<file path="config.mk">
export PLATFORM = sky130hd
export DESIGN_NAME = polygon_rect_clipper
export DESIGN_NICKNAME = d
export VERILOG_FILES = /design/src/rtl/core/pcr_pkg.sv /design/src/rtl/core/pcr_ram.sv /design/src/rtl/core/polygon_rect_clipper.sv
export SDC_FILE = /design/constraint.sdc
export NUM_CORES = 2
export LEC_CHECK = 0
export BUFFER_PORTS_ARGS = -buffer_cell sky130_fd_sc_hd__buf_2
export CAP_MARGIN = 5
export CORE_ASPECT_RATIO = 0.8
export CORE_MARGIN = 5
export CORE_UTILIZATION = 65
export CTS_CLUSTER_DIAMETER = 120
export CTS_CLUSTER_SIZE = 16
export DETAILED_ROUTE_END_ITERATION = 10
export PLACE_DENSITY_LB_ADDON = 0.1
export SETUP_SLACK_MARGIN = 0.15
export SLEW_MARGIN = 20
export SYNTH_ARGS = -nofsm -noshare
export SYNTH_HDL_FRONTEND = slang
export SYNTH_SLANG_ARGS = --single-unit
export TNS_END_PERCENT = 30
</file>
<file path="constraint.sdc">
create_clock -name clock -period 24.2 [get_ports clock]
set_input_delay 1.21 -clock clock [delete_from_list [all_inputs] [get_ports clock]]
set_output_delay 1.21 -clock clock [all_outputs]
set_load 0.01 [all_outputs]
</file>
<file path="src/rtl/core/pcr_pkg.sv">
// Types and fixed widths for the polygon clipper.
package pcr_pkg;

   localparam int CoordBits  = 16;
   localparam int DiffBits   = CoordBits + 1;
   localparam int ProdBits   = 2 * DiffBits;
   localparam int ResBits    = ProdBits + 2;
   localparam int DivCntBits = $clog2(ProdBits + 1);
   localparam int CsrAddrBits = 8;

   // Configuration register indexes
   localparam logic [CsrAddrBits-1:0] CSR_XMIN = 8'd0;
   localparam logic [CsrAddrBits-1:0] CSR_YMIN = 8'd1;
   localparam logic [CsrAddrBits-1:0] CSR_XMAX = 8'd2;
   localparam logic [CsrAddrBits-1:0] CSR_YMAX = 8'd3;

   typedef struct packed {
      logic signed [CoordBits-1:0] vx;
      logic signed [CoordBits-1:0] vy;
      logic                        last_vertex;
   } req_type;

   typedef struct packed {
      logic signed [CoordBits-1:0] out_x;
      logic signed [CoordBits-1:0] out_y;
      logic                        last_out;
      logic                        empty_res;
      logic                        overflow;
   } rsp_type;

   typedef struct packed {
      logic signed [CoordBits-1:0] x;
      logic signed [CoordBits-1:0] y;
   } vertex_type;

endpackage

</file>
<file path="src/rtl/core/pcr_ram.sv">
// Generic single-write, single-read RAM with registered read data.
module pcr_ram #(
   parameter int WIDTH = 32,
   parameter int DEPTH = 16
) (
   input  logic                     clock,
   input  logic                     we,
   input  logic [$clog2(DEPTH)-1:0] waddr,
   input  logic [WIDTH-1:0]         wdata,
   input  logic [$clog2(DEPTH)-1:0] raddr,
   output logic [WIDTH-1:0]         rdata
);

   logic [WIDTH-1:0] mem [DEPTH];
   logic [WIDTH-1:0] rdata_ff;

   always_ff @(posedge clock) begin
      if (we) begin
         mem[waddr] <= wdata;
      end
      rdata_ff <= mem[raddr];
   end

   assign rdata = rdata_ff;

endmodule

</file>
<file path="src/rtl/core/polygon_rect_clipper.sv">
// Sutherland-Hodgman polygon clipper against a configured rectangle.
// Loading: one vertex beat per cycle while busy is low; the marked beat starts clipping.
// Clipping: each pass walks the edges; a crossing is found by a multiply and a restoring
// divide; busy stays high until the last result beat is out.
// Output: after a setup state, one result beat per cycle; results cannot be stalled.
// Reset (synchronous, active high) clears control, counts and restores the rectangle.
module polygon_rect_clipper
   import pcr_pkg::*;
#(
   parameter int MAX_VERTS = 16
) (
   input  logic                   clock,
   input  logic                   reset,
   input  logic                   start,
   output logic                   busy,
   input  req_type                req_data,
   output logic                   rsp_valid,
   output rsp_type                rsp_data,
   input  logic                   csr_we,
   input  logic [CsrAddrBits-1:0] csr_addr,
   input  logic [CoordBits-1:0]   csr_wdata
);

   localparam int IW   = $clog2(MAX_VERTS);
   localparam int CNTW = $clog2(MAX_VERTS + 1);
   localparam logic [CNTW-1:0] MaxCnt = CNTW'(MAX_VERTS);

   localparam logic [3:0] ST_IDLE  = 4'd0;
   localparam logic [3:0] ST_PASS  = 4'd1;
   localparam logic [3:0] ST_FIRST = 4'd2;
   localparam logic [3:0] ST_NEXT  = 4'd3;
   localparam logic [3:0] ST_EVAL  = 4'd4;
   localparam logic [3:0] ST_MUL   = 4'd5;
   localparam logic [3:0] ST_DIV   = 4'd6;
   localparam logic [3:0] ST_FIX   = 4'd7;
   localparam logic [3:0] ST_WNEXT = 4'd8;
   localparam logic [3:0] ST_ADV   = 4'd9;
   localparam logic [3:0] ST_EMIT0 = 4'd10;
   localparam logic [3:0] ST_EMIT  = 4'd11;

   logic [3:0]                  state_ff, state_in;
   logic [1:0]                  pass_ff, pass_in;
   logic [CNTW-1:0]             cnt_ff, cnt_in;
   logic [CNTW-1:0]             wcnt_ff, wcnt_in;
   logic [CNTW-1:0]             idx_ff, idx_in;
   logic                        ovf_ff, ovf_in;
   logic signed [CoordBits-1:0] xmin_ff, ymin_ff, xmax_ff, ymax_ff;
   vertex_type                  cur_ff, cur_in, nxt_ff, nxt_in;

   // crossing operands and divider
   logic [DiffBits-1:0]         span_ff, span_in, tmag_ff, tmag_in, dd_ff, dd_in;
   logic                        neg_ff, neg_in;
   logic signed [CoordBits-1:0] base_ff, base_in, bnd_ff, bnd_in;
   logic [ProdBits-1:0]         quo_ff, quo_in;
   logic [DiffBits-1:0]         rem_ff, rem_in;
   logic [DivCntBits-1:0]       dcnt_ff, dcnt_in;

   logic                        rsp_valid_ff, rsp_valid_in;
   rsp_type                     rsp_data_ff, rsp_data_in;

   // RAM ports
   logic [IW-1:0]                  raddr;
   logic [$bits(vertex_type)-1:0]  rdata0, rdata1;
   vertex_type      rvtx;
   logic            we0, we1;
   logic [IW-1:0]   waddr0, waddr1;
   vertex_type      wdata0, wdata1;

   logic            keep_req;
   vertex_type      keep_vtx;
   logic            accept;

   // pass geometry
   logic                        axis_y;
   logic signed [CoordBits-1:0] bnd, pa, qa, pb, qb;
   logic                        cur_in_side, nxt_in_side;
   logic signed [DiffBits-1:0]  t_s, d_s, span_s;

   // divider step
   logic [DiffBits:0]           trial;
   logic                        ge;

   // crossing result
   logic signed [ResBits-1:0]   res_raw, res_fix;
   vertex_type                  cross_vtx;

   logic [CNTW-1:0]             idx_p1, idx_p2;

   assign accept = start && (state_ff == ST_IDLE);
   assign busy   = (state_ff != ST_IDLE);

   // boundary selection and in/out tests for the current pass
   always_comb begin
      axis_y = !pass_ff[1];
      case (pass_ff)
         2'd0:    bnd = ymin_ff;
         2'd1:    bnd = ymax_ff;
         2'd2:    bnd = xmax_ff;
         default: bnd = xmin_ff;
      endcase
      pa = axis_y ? cur_ff.y : cur_ff.x;
      qa = axis_y ? nxt_ff.y : nxt_ff.x;
      pb = axis_y ? cur_ff.x : cur_ff.y;
      qb = axis_y ? nxt_ff.x : nxt_ff.y;
      case (pass_ff)
         2'd0: begin
            cur_in_side = pa >= bnd;
            nxt_in_side = qa >= bnd;
         end
         2'd1, 2'd2: begin
            cur_in_side = pa <= bnd;
            nxt_in_side = qa <= bnd;
         end
         default: begin
            cur_in_side = pa >= bnd;
            nxt_in_side = qa >= bnd;
         end
      endcase
      t_s    = DiffBits'(bnd) - DiffBits'(pa);
      d_s    = DiffBits'(qa) - DiffBits'(pa);
      span_s = DiffBits'(qb) - DiffBits'(pb);
   end

   // restoring divide step
   assign trial = {rem_ff, quo_ff[ProdBits-1]};
   assign ge    = trial >= {1'b0, dd_ff};

   // truncate toward zero after the floor of the magnitudes
   always_comb begin
      res_raw = neg_ff ? (ResBits'(base_ff) - $signed({2'b00, quo_ff}))
                       : (ResBits'(base_ff) + $signed({2'b00, quo_ff}));
      res_fix = res_raw;
      if (rem_ff != '0) begin
         if (!neg_ff && res_raw < 0) begin
            res_fix = res_raw + ResBits'(1);
         end else if (neg_ff && res_raw >= 1) begin
            res_fix = res_raw - ResBits'(1);
         end
      end
      if (axis_y) begin
         cross_vtx.x = res_fix[CoordBits-1:0];
         cross_vtx.y = bnd_ff;
      end else begin
         cross_vtx.x = bnd_ff;
         cross_vtx.y = res_fix[CoordBits-1:0];
      end
   end

   assign idx_p1 = idx_ff + CNTW'(1);
   assign idx_p2 = idx_ff + CNTW'(2);

   // sequencer
   always_comb begin
      state_in     = state_ff;
      pass_in      = pass_ff;
      cnt_in       = cnt_ff;
      wcnt_in      = wcnt_ff;
      idx_in       = idx_ff;
      ovf_in       = ovf_ff;
      cur_in       = cur_ff;
      nxt_in       = nxt_ff;
      span_in      = span_ff;
      tmag_in      = tmag_ff;
      dd_in        = dd_ff;
      neg_in       = neg_ff;
      base_in      = base_ff;
      bnd_in       = bnd_ff;
      quo_in       = quo_ff;
      rem_in       = rem_ff;
      dcnt_in      = dcnt_ff;
      rsp_valid_in = 1'b0;
      rsp_data_in  = rsp_data_ff;
      raddr        = '0;
      keep_req     = 1'b0;
      keep_vtx     = nxt_ff;

      case (state_ff)
         ST_IDLE: begin
            if (accept) begin
               if (cnt_ff < MaxCnt) begin
                  cnt_in = cnt_ff + CNTW'(1);
               end else begin
                  ovf_in = 1'b1;
               end
               if (req_data.last_vertex) begin
                  pass_in  = 2'd0;
                  state_in = ST_PASS;
               end
            end
         end
         ST_PASS: begin
            wcnt_in = '0;
            idx_in  = '0;
            raddr   = '0;
            if (cnt_ff == '0) begin
               if (pass_ff == 2'd3) begin
                  state_in = ST_EMIT0;
               end else begin
                  pass_in = pass_ff + 2'd1;
               end
            end else begin
               state_in = ST_FIRST;
            end
         end
         ST_FIRST: begin
            cur_in   = rvtx;
            raddr    = (idx_p1 == cnt_ff) ? '0 : idx_p1[IW-1:0];
            state_in = ST_NEXT;
         end
         ST_NEXT: begin
            nxt_in   = rvtx;
            state_in = ST_EVAL;
         end
         ST_EVAL: begin
            span_in = span_s[DiffBits-1] ? DiffBits'(-span_s) : DiffBits'(span_s);
            tmag_in = t_s[DiffBits-1] ? DiffBits'(-t_s) : DiffBits'(t_s);
            dd_in   = d_s[DiffBits-1] ? DiffBits'(-d_s) : DiffBits'(d_s);
            neg_in  = span_s[DiffBits-1] ^ t_s[DiffBits-1] ^ d_s[DiffBits-1];
            base_in = pb;
            bnd_in  = bnd;
            if (cur_in_side && nxt_in_side) begin
               keep_req = 1'b1;
               keep_vtx = nxt_ff;
               state_in = ST_ADV;
            end else if (cur_in_side || nxt_in_side) begin
               state_in = ST_MUL;
            end else begin
               state_in = ST_ADV;
            end
         end
         ST_MUL: begin
            quo_in   = ProdBits'(span_ff) * ProdBits'(tmag_ff);
            rem_in   = '0;
            dcnt_in  = '0;
            state_in = ST_DIV;
         end
         ST_DIV: begin
            rem_in  = ge ? DiffBits'(trial - {1'b0, dd_ff}) : trial[DiffBits-1:0];
            quo_in  = {quo_ff[ProdBits-2:0], ge};
            dcnt_in = dcnt_ff + DivCntBits'(1);
            if (dcnt_ff == DivCntBits'(ProdBits - 1)) begin
               state_in = ST_FIX;
            end
         end
         ST_FIX: begin
            keep_req = 1'b1;
            keep_vtx = cross_vtx;
            state_in = nxt_in_side ? ST_WNEXT : ST_ADV;
         end
         ST_WNEXT: begin
            keep_req = 1'b1;
            keep_vtx = nxt_ff;
            state_in = ST_ADV;
         end
         ST_ADV: begin
            cur_in = nxt_ff;
            idx_in = idx_p1;
            raddr  = (idx_p2 == cnt_ff) ? '0 : idx_p2[IW-1:0];
            if (idx_p1 == cnt_ff) begin
               cnt_in = wcnt_ff;
               if (pass_ff == 2'd3) begin
                  state_in = ST_EMIT0;
               end else begin
                  pass_in  = pass_ff + 2'd1;
                  state_in = ST_PASS;
               end
            end else begin
               state_in = ST_NEXT;
            end
         end
         ST_EMIT0: begin
            idx_in = '0;
            raddr  = '0;
            if (cnt_ff == '0) begin
               rsp_valid_in          = 1'b1;
               rsp_data_in.out_x     = '0;
               rsp_data_in.out_y     = '0;
               rsp_data_in.last_out  = 1'b1;
               rsp_data_in.empty_res = 1'b1;
               rsp_data_in.overflow  = ovf_ff;
               ovf_in   = 1'b0;
               state_in = ST_IDLE;
            end else begin
               state_in = ST_EMIT;
            end
         end
         ST_EMIT: begin
            rsp_valid_in          = 1'b1;
            rsp_data_in.out_x     = rvtx.x;
            rsp_data_in.out_y     = rvtx.y;
            rsp_data_in.last_out  = (idx_p1 == cnt_ff);
            rsp_data_in.empty_res = 1'b0;
            rsp_data_in.overflow  = ovf_ff;
            raddr  = idx_p1[IW-1:0];
            idx_in = idx_p1;
            if (idx_p1 == cnt_ff) begin
               cnt_in   = '0;
               ovf_in   = 1'b0;
               state_in = ST_IDLE;
            end
         end
         default: begin
            state_in = ST_IDLE;
         end
      endcase

      // output capacity of a pass
      if (keep_req) begin
         if (wcnt_ff < MaxCnt) begin
            wcnt_in = wcnt_ff + CNTW'(1);
         end else begin
            ovf_in = 1'b1;
         end
      end
   end

   // bank 0 takes the load and the odd passes, bank 1 the even passes
   always_comb begin
      we0    = 1'b0;
      waddr0 = wcnt_ff[IW-1:0];
      wdata0 = keep_vtx;
      we1    = keep_req && (wcnt_ff < MaxCnt) && !pass_ff[0];
      waddr1 = wcnt_ff[IW-1:0];
      wdata1 = keep_vtx;
      if (accept) begin
         we0    = cnt_ff < MaxCnt;
         waddr0 = cnt_ff[IW-1:0];
         wdata0.x = req_data.vx;
         wdata0.y = req_data.vy;
      end else begin
         we0 = keep_req && (wcnt_ff < MaxCnt) && pass_ff[0];
      end
   end

   assign rvtx = (pass_ff[0] && state_ff != ST_EMIT) ? vertex_type'(rdata1)
                                                     : vertex_type'(rdata0);

   pcr_ram #(.WIDTH($bits(vertex_type)), .DEPTH(MAX_VERTS)) u_store_a (
      .clock (clock),
      .we    (we0),
      .waddr (waddr0),
      .wdata (wdata0),
      .raddr (raddr),
      .rdata (rdata0)
   );

   pcr_ram #(.WIDTH($bits(vertex_type)), .DEPTH(MAX_VERTS)) u_store_b (
      .clock (clock),
      .we    (we1),
      .waddr (waddr1),
      .wdata (wdata1),
      .raddr (raddr),
      .rdata (rdata1)
   );

   // control registers
   always_ff @(posedge clock) begin
      if (reset) begin
         state_ff     <= ST_IDLE;
         pass_ff      <= 2'd0;
         cnt_ff       <= '0;
         wcnt_ff      <= '0;
         idx_ff       <= '0;
         ovf_ff       <= 1'b0;
         dcnt_ff      <= '0;
         rsp_valid_ff <= 1'b0;
      end else begin
         state_ff     <= state_in;
         pass_ff      <= pass_in;
         cnt_ff       <= cnt_in;
         wcnt_ff      <= wcnt_in;
         idx_ff       <= idx_in;
         ovf_ff       <= ovf_in;
         dcnt_ff      <= dcnt_in;
         rsp_valid_ff <= rsp_valid_in;
      end
   end

   // clip rectangle
   always_ff @(posedge clock) begin
      if (reset) begin
         xmin_ff <= 16'sd150;
         ymin_ff <= 16'sd150;
         xmax_ff <= 16'sd300;
         ymax_ff <= 16'sd300;
      end else if (csr_we) begin
         case (csr_addr)
            CSR_XMIN: xmin_ff <= csr_wdata;
            CSR_YMIN: ymin_ff <= csr_wdata;
            CSR_XMAX: xmax_ff <= csr_wdata;
            CSR_YMAX: ymax_ff <= csr_wdata;
            default: ;
         endcase
      end
   end

   // datapath registers
   always_ff @(posedge clock) begin
      cur_ff      <= cur_in;
      nxt_ff      <= nxt_in;
      span_ff     <= span_in;
      tmag_ff     <= tmag_in;
      dd_ff       <= dd_in;
      neg_ff      <= neg_in;
      base_ff     <= base_in;
      bnd_ff      <= bnd_in;
      quo_ff      <= quo_in;
      rem_ff      <= rem_in;
      rsp_data_ff <= rsp_data_in;
   end

   assign rsp_valid = rsp_valid_ff;
   assign rsp_data  = rsp_data_ff;

endmodule
</file>
Word-level counts from Yosys, hierarchy flattened:

Memories as Yosys holds them, arrays and structs flattened. A register that Yosys moved wholly into a read port is not among the register bits.
Cells that the tools add are included.

* add/sub/neg operators: 17
* multiply operators: 1
* magnitude comparators: 9
* equal/unequal tests: 30
* multiplexer cells: 73
* bitwise operators: 2
* reduce and logical (&&, ||, !) cells: 35

Operator list (count)
* two-way mux 16 bit: 10
* two-way mux 32 bit: 4
* one-hot mux 35 bit (2 select lines): 1
* one-hot mux 34 bit (2 select lines): 1
* one-hot mux 32 bit (2 select lines): 1
* two-way mux 4 bit: 14
* negation 17 bit: 3
* subtractor 16 x 16 -> 17 bit: 3
* one-hot mux 16 bit (3 select lines): 1
* one-hot mux 4 bit (12 select lines): 1
* adder 16 x 35 -> 36 bit: 1
* greater-or-equal comparator 36 x 2 -> 1 bit, second input constant: 1
* less-than comparator 36 x 1 -> 1 bit, second input constant: 1
* two-way mux 36 bit: 1
* subtractor 16 x 35 -> 36 bit: 1
* two-way mux 35 bit: 1
* two-way mux 5 bit: 7
* multiplier 17 x 17 -> 34 bit: 1
* one-hot mux 17 bit (2 select lines): 1
* greater-or-equal comparator 16 bit: 2
* <= comparator 16 bit: 2
* greater-or-equal comparator 18 x 17 -> 1 bit: 1
* two-way mux 17 bit: 1
* nonzero test 17 bit: 1
* other kinds (45): 106

* flip-flop bits (word level): 327
* bits in writable memories: 1024
* input bits: 61
* output and inout port bits: 37
* logic and storage cells: 201
* memories kept: 2

Memory list
* u_store_a.mem: words 16, bits a word 32, read ports 1, clocked after memory_dff 1, write ports 1, RTL line pcr_ram.sv:14 `logic [WIDTH-1:0] mem [DEPTH];`
* u_store_b.mem: words 16, bits a word 32, read ports 1, clocked after memory_dff 1, write ports 1, RTL line pcr_ram.sv:14

Logic depth before layout (Yosys ltp):

* word-level depth: 12
* mapped depth: 31
* depth with buffers taken out: 28

Cells and area by module:

Synthesis repeated with hierarchy kept, for this count alone.

* cells, all modules: 5407
* area, all modules: 72346.9 um^2

By module, submodules not included
* polygon_rect_clipper: instances 1, cells each 3731, area each 32657.6 um^2, seq. area each 8888.5 um^2
* pcr_ram at u_store_a: instances 1, cells each 838, area each 19854.0 um^2, seq. area each 16015.4 um^2
* pcr_ram at u_store_b: instances 1, cells each 838, area each 19835.3 um^2, seq. area each 16015.4 um^2

Least setup slack after synthesis:

OpenSTA, ideal clock, no wires.

* path type: register -> register
* start: register state_ff[2]
* end: register state_ff[2]
* library setup time: 0.092 ns
* data arrival time: 10.335 ns
* data required time: 24.108 ns
* setup slack: 13.772 ns
* cell stages (with the launch flop): 6
* buffers on the path: 2
* clock period less this slack: 10.428 ns
* cell sequence: dfxtp_1 > clkbuf_1 > clkbuf_1 > nor4b_1 > a21oi_1 > a21oi_1

* word-level cells in the longest chain between the ends: 4
* elaborated cells between the ends (all ways): 20
* those cells by class: eq/ne (16); mux (1); reduce/logical (3)

Ends and longest elaborated chain
* start: declaration: RTL line polygon_rect_clipper.sv:41 `logic [3:0] state_ff, state_in;`
* start signal: assignment: RTL line polygon_rect_clipper.sv:368 `state_ff <= state_in;`
* logical NOT 4 bit: RTL line polygon_rect_clipper.sv:89, polygon_rect_clipper.sv:177
* logical AND 1 bit: RTL line polygon_rect_clipper.sv:89 `assign accept = start && (state_ff == ST_IDLE);`
* inequality test 2 bit (no line)
* AND reduction 5 bit (no line)

Several ways; a longest one is shown, not always the timed one.
A chain may end at the register's enable or synchronous reset.

Final worst setup path:

* start: register pass_ff[1]
* end: memory u_store_b.mem[13][18], enable pin

* word-level cells in the longest chain between the ends: 11
* elaborated cells between the ends (all ways): 20
* those cells by class: order compare (4); eq/ne (2); mux (9); reduce/logical (5)

Ends and longest elaborated chain
* start: declaration: RTL line polygon_rect_clipper.sv:42 `logic [1:0] pass_ff, pass_in;`
* start signal: assignment: RTL line polygon_rect_clipper.sv:369 `pass_ff <= pass_in;`
* equality test 2 bit (tied with other cells): RTL line polygon_rect_clipper.sv:95 `case (pass_ff)`
* one-hot mux 16 bit (3 select lines) (*): RTL line polygon_rect_clipper.sv:95
* net bnd[1]: RTL line polygon_rect_clipper.sv:75 `logic signed [CoordBits-1:0] bnd, pa, qa, pb, qb;`
* greater-or-equal comparator 16 bit (tied with other cells): RTL line polygon_rect_clipper.sv:107, polygon_rect_clipper.sv:115
* two-way mux 1 bit
* logical AND 1 bit (*): RTL line polygon_rect_clipper.sv:221 `if (cur_in_side && nxt_in_side) begin`
* two-way mux 1 bit (*): RTL line polygon_rect_clipper.sv:221
* one-hot mux 1 bit (2 select lines) (*): RTL line polygon_rect_clipper.sv:177 `case (state_ff)`
* logical AND 1 bit (*) (2 in series): RTL line polygon_rect_clipper.sv:322 `we1 = keep_req && (wcnt_ff < MaxCnt) && !pass_ff[0];`
* two-way mux 1 bit (*): RTL line pcr_ram.sv:18 `if (we) begin`
* two-way mux 1 bit (implied by the code) (*): RTL line pcr_ram.sv:19 `mem[waddr] <= wdata;`
* end: declaration: RTL line pcr_ram.sv:14

The timed path passes the listed nets; every way through them passes the cells marked *.

==> out/results.ini <==
[floorplanning]
die_w_um = 388.4
coreArea_um2 = 114200
die_h_um = 312.7
start_util_pct = 65.21
rows = 111
ioPinCount = 98
die_area_um2 = 121400

[worst_setup_path]
crit_path_max_fanout = 43
crit_type = reg -> reg
r2r_cells = 28
rrSetupSlack_ns = 15.95
crit_path_start = pass_ff[1]
timing.rr.start = pass_ff[1]
cp.arrival_ns = 8.62
max_stage_delay_ns = 0.73
end_kind = register
timing.rr.end = u_store_b.mem[13][18]
required_ns = 24.57
crit_path_top_delay_cell = dfxtp_4
crit_path_end = u_store_b.mem[13][18]
setup.worst_path.start_class = register

[cts]
clkTransAtPathRegs_ns = 0.08
cts_hold_buf = 0
htree_levels = 3
postCtsSetupBuffers = 0
cts.path.max_buffers = 3
cts_tree = done
cts-root-buf = clkbuf_16
clkSinkCount = 1415
insertion_delay_ns = 0.75
numCtsBuffers = 98
ctsResizeCount = 0

[final_layout]
stdcell_count = 8076
ff_latch_area_um2 = 40920
drive_above_1_share_pct = 7.560
fillCellCount = 8240
final_nets = 7005
area_growth_pct = 6.869
layout_commonest_cell = edfxtp_1
final_cell_mix = 1258 x edfxtp_1, 989 x nand2_1, 396 x nor2_1
multi_input_area_um2 = 31070

[sta]
clock_skew_ns = 0.06799
setup_viol = 0
maxSlewViolCount = 0
layout_setup_ws_ns = 15.95
grt_setup_unrepaired = no
whs_ns = 0.4593
tns_ns = 0
fmax_ghz = 0.1212
min_period_ns = 8.249
final-hold-violation-count = 0
fin_crit_sh_pct = 34.09
tightest_slew_ns = 1.230
slew_headroom_pct = 17.72

[drt]
viasPerCell = 6.440
routed_wl_mm = 207.0
drt_iter0_drc = 6281
route.detailed.drc = 0
via_count = 52010
drtPass1Iterations = 7
routedWlPerCell_um = 25.63
ant_nets = 0

[placement]
dp_slack_ns = 16.21
gp_congestion = 1.032
place_inst = 7891
place_hpwl_mm = 136.4
portBuffers = 97

[synthesis]
synth_top_flop_cell = edfxtp_1
synth_cell_type_count = 101
synth_mux_area_share_pct = 2.541
synth_top_family_by_area = simple AND/OR/NAND/NOR gates
syn_area_per_cell_um2 = 11.34
synthCells = 6568
ys_warn_count = 0
synth.cell_area_um2 = 74450
ys_ff_latch = 1415
seq_area_frac_synth_pct = 54.96
async_flop_share_pct = 0
synth_fa_ha_area_share_pct = 10.31
synth-compound-area-share_pct = 12.49
synth_nets = 7105
synth-xor-area-share_pct = 2.163
synth_simple_gate_area_share_pct = 13.55
synth-edff-count = 1258

[pwr]
p_per_area_nw_per_um2 = 92.50
p_leak_nw = 28.31
vdd_drop_max_uv = 124.7

[grt]
grt_max_degree = 199
grt_overflow = 0
grt_use_total_pct = 33.49
grt_pass1_vias = 49090
antenna_found_initial = 4
grt_pass1_wl_mm = 308.2

[min_path]
hold_path_class = reg -> reg

[outcome]
status = completed

[flow_run]
cap_violations = 0

-- registers in the layout (all words and copies together), names as in the netlist, 4 cells and up --
register / cells
dcnt_ff: 6
xmin_ff: 16
ymax_ff: 16
base_ff: 16
cnt_ff: 5
u_store_b.rdata: 32
u_store_a.rdata: 32
wcnt_ff: 5
state_ff: 4
u_store_b.mem: 512
dd_ff: 17
tmag_ff: 17
cur_ff: 32
rem_ff: 17
idx_ff: 5
xmax_ff: 16
ymin_ff: 16
span_ff: 17
quo_ff: 34
u_store_a.mem: 512
rsp_data: 35
nxt_ff: 32
bnd_ff: 16
-- worst min-delay path by stage --
stage	end	cells past startpoint	start	slack, ns
6_report	xmax_ff[9]	2	xmax_ff[9]	0.46
5_1_grt	xmax_ff[12]	2	xmax_ff[12]	0.48
4_1_cts	xmax_ff[9]	2	xmax_ff[9]	0.46
3_5_place_dp	xmax_ff[9]	2	xmax_ff[9]	0.45
3_3_place_gp	xmax_ff[12]	2	xmax_ff[12]	0.44
2_1_floorplan	rsp_data[0]	0	ovf_ff	0.41
-- stage by stage --
| step | total power, W | instance area [µm²] | utilization, % |
|---|---|---|---|
| floorplan | 0.004878 | 74450 | - |
| global placement | 0.005661 | 76520 | 67.03 |
| detailed placement | 0.005708 | 76550 | 67.05 |
| CTS | 0.007307 | 79460 | 69.60 |
| global route | 0.007735 | 79560 | 69.69 |
| finish | 0.007360 | 79560 | 69.69 |
-- report_power, final --
part | leakage, nW | switching [W] | internal, W | total [W]
logic | 14.4 | 0.00167 | 0.000966 | 0.00263
registers | 12.5 | 0.000144 | 0.00298 | 0.00312
clock network | 1.37 | 0.000828 | 0.000774 | 0.00160
total | 28.3 | 0.00264 | 0.00472 | 0.00736
-- Yosys cell counts (33+ instances only) --
cell type / instances / share of area (%)
edfxtp_1: 1258 / 51
nand2_1: 990 / 5.0
nor2_1: 431 / 2.2
inv_1: 390 / 2.0
and2_1: 372 / 3.1
a211oi_1: 351 / 3.5
clkbuf_1: 346 / 1.7
a21oi_1: 321 / 2.2
ha_1: 247 / 4.2
fa_1: 229 / 6.2
a31oi_1: 160 / 1.3
dfxtp_1: 157 / 4.2
a311oi_1: 138 / 1.6
xnor2_1: 130 / 1.5
o21ai_0: 109 / 0.73
mux2i_1: 99 / 1.3
mux2_2: 79 / 1.2
nor3_1: 69 / 0.46
nand3_1: 53 / 0.36
xor2_1: 52 / 0.61
a21o_1: 38 / 0.38
nand2b_1: 33 / 0.28
-- layout make-up --
class / count / area share (%)
repair buffers: 190 / 1.598
well taps: 1525 / 2.398
multi-input cells: 4372 / 39.05
inverters: 391 / 1.845
flip-flops and latches: 1415 / 51.43
diodes: 3 / 0.009436
clock inverters: 8 / 0.2312
clock buffers: 172 / 3.431
-- per-layer routing --
layer	up-vias	track usage (%)	wire length (µm)
li1	23390	-	-
met5	-	0	7
met1	25560	49.41	85990
met3	326	10.16	25830
met2	2737	49.30	89200
met4	2	8.198	5973
-- cells by family after synthesis --
| group | after synthesis |
|---|---|
| DFF | 1415 |
| and+or+nand+nor | 2178 |
| AOI/OAI and AO/OA | 1356 |
| buffers and inverters | 781 |
| adders and majority gates | 476 |
| xor gates and xnor gates | 183 |
| muxes | 179 |
-- worst max-delay path: cells and delay by family, from the launching register on --
kind            cells  cell delay (ns)
compound gates     12             2.53
simple gates        8             1.91
buf+inv             3             1.26
fa+ha+maj           3             1.05
flops               1             0.73
mux                 1             0.21
xor+xnor            1             0.17
Power figures use the tool's default switching activity.
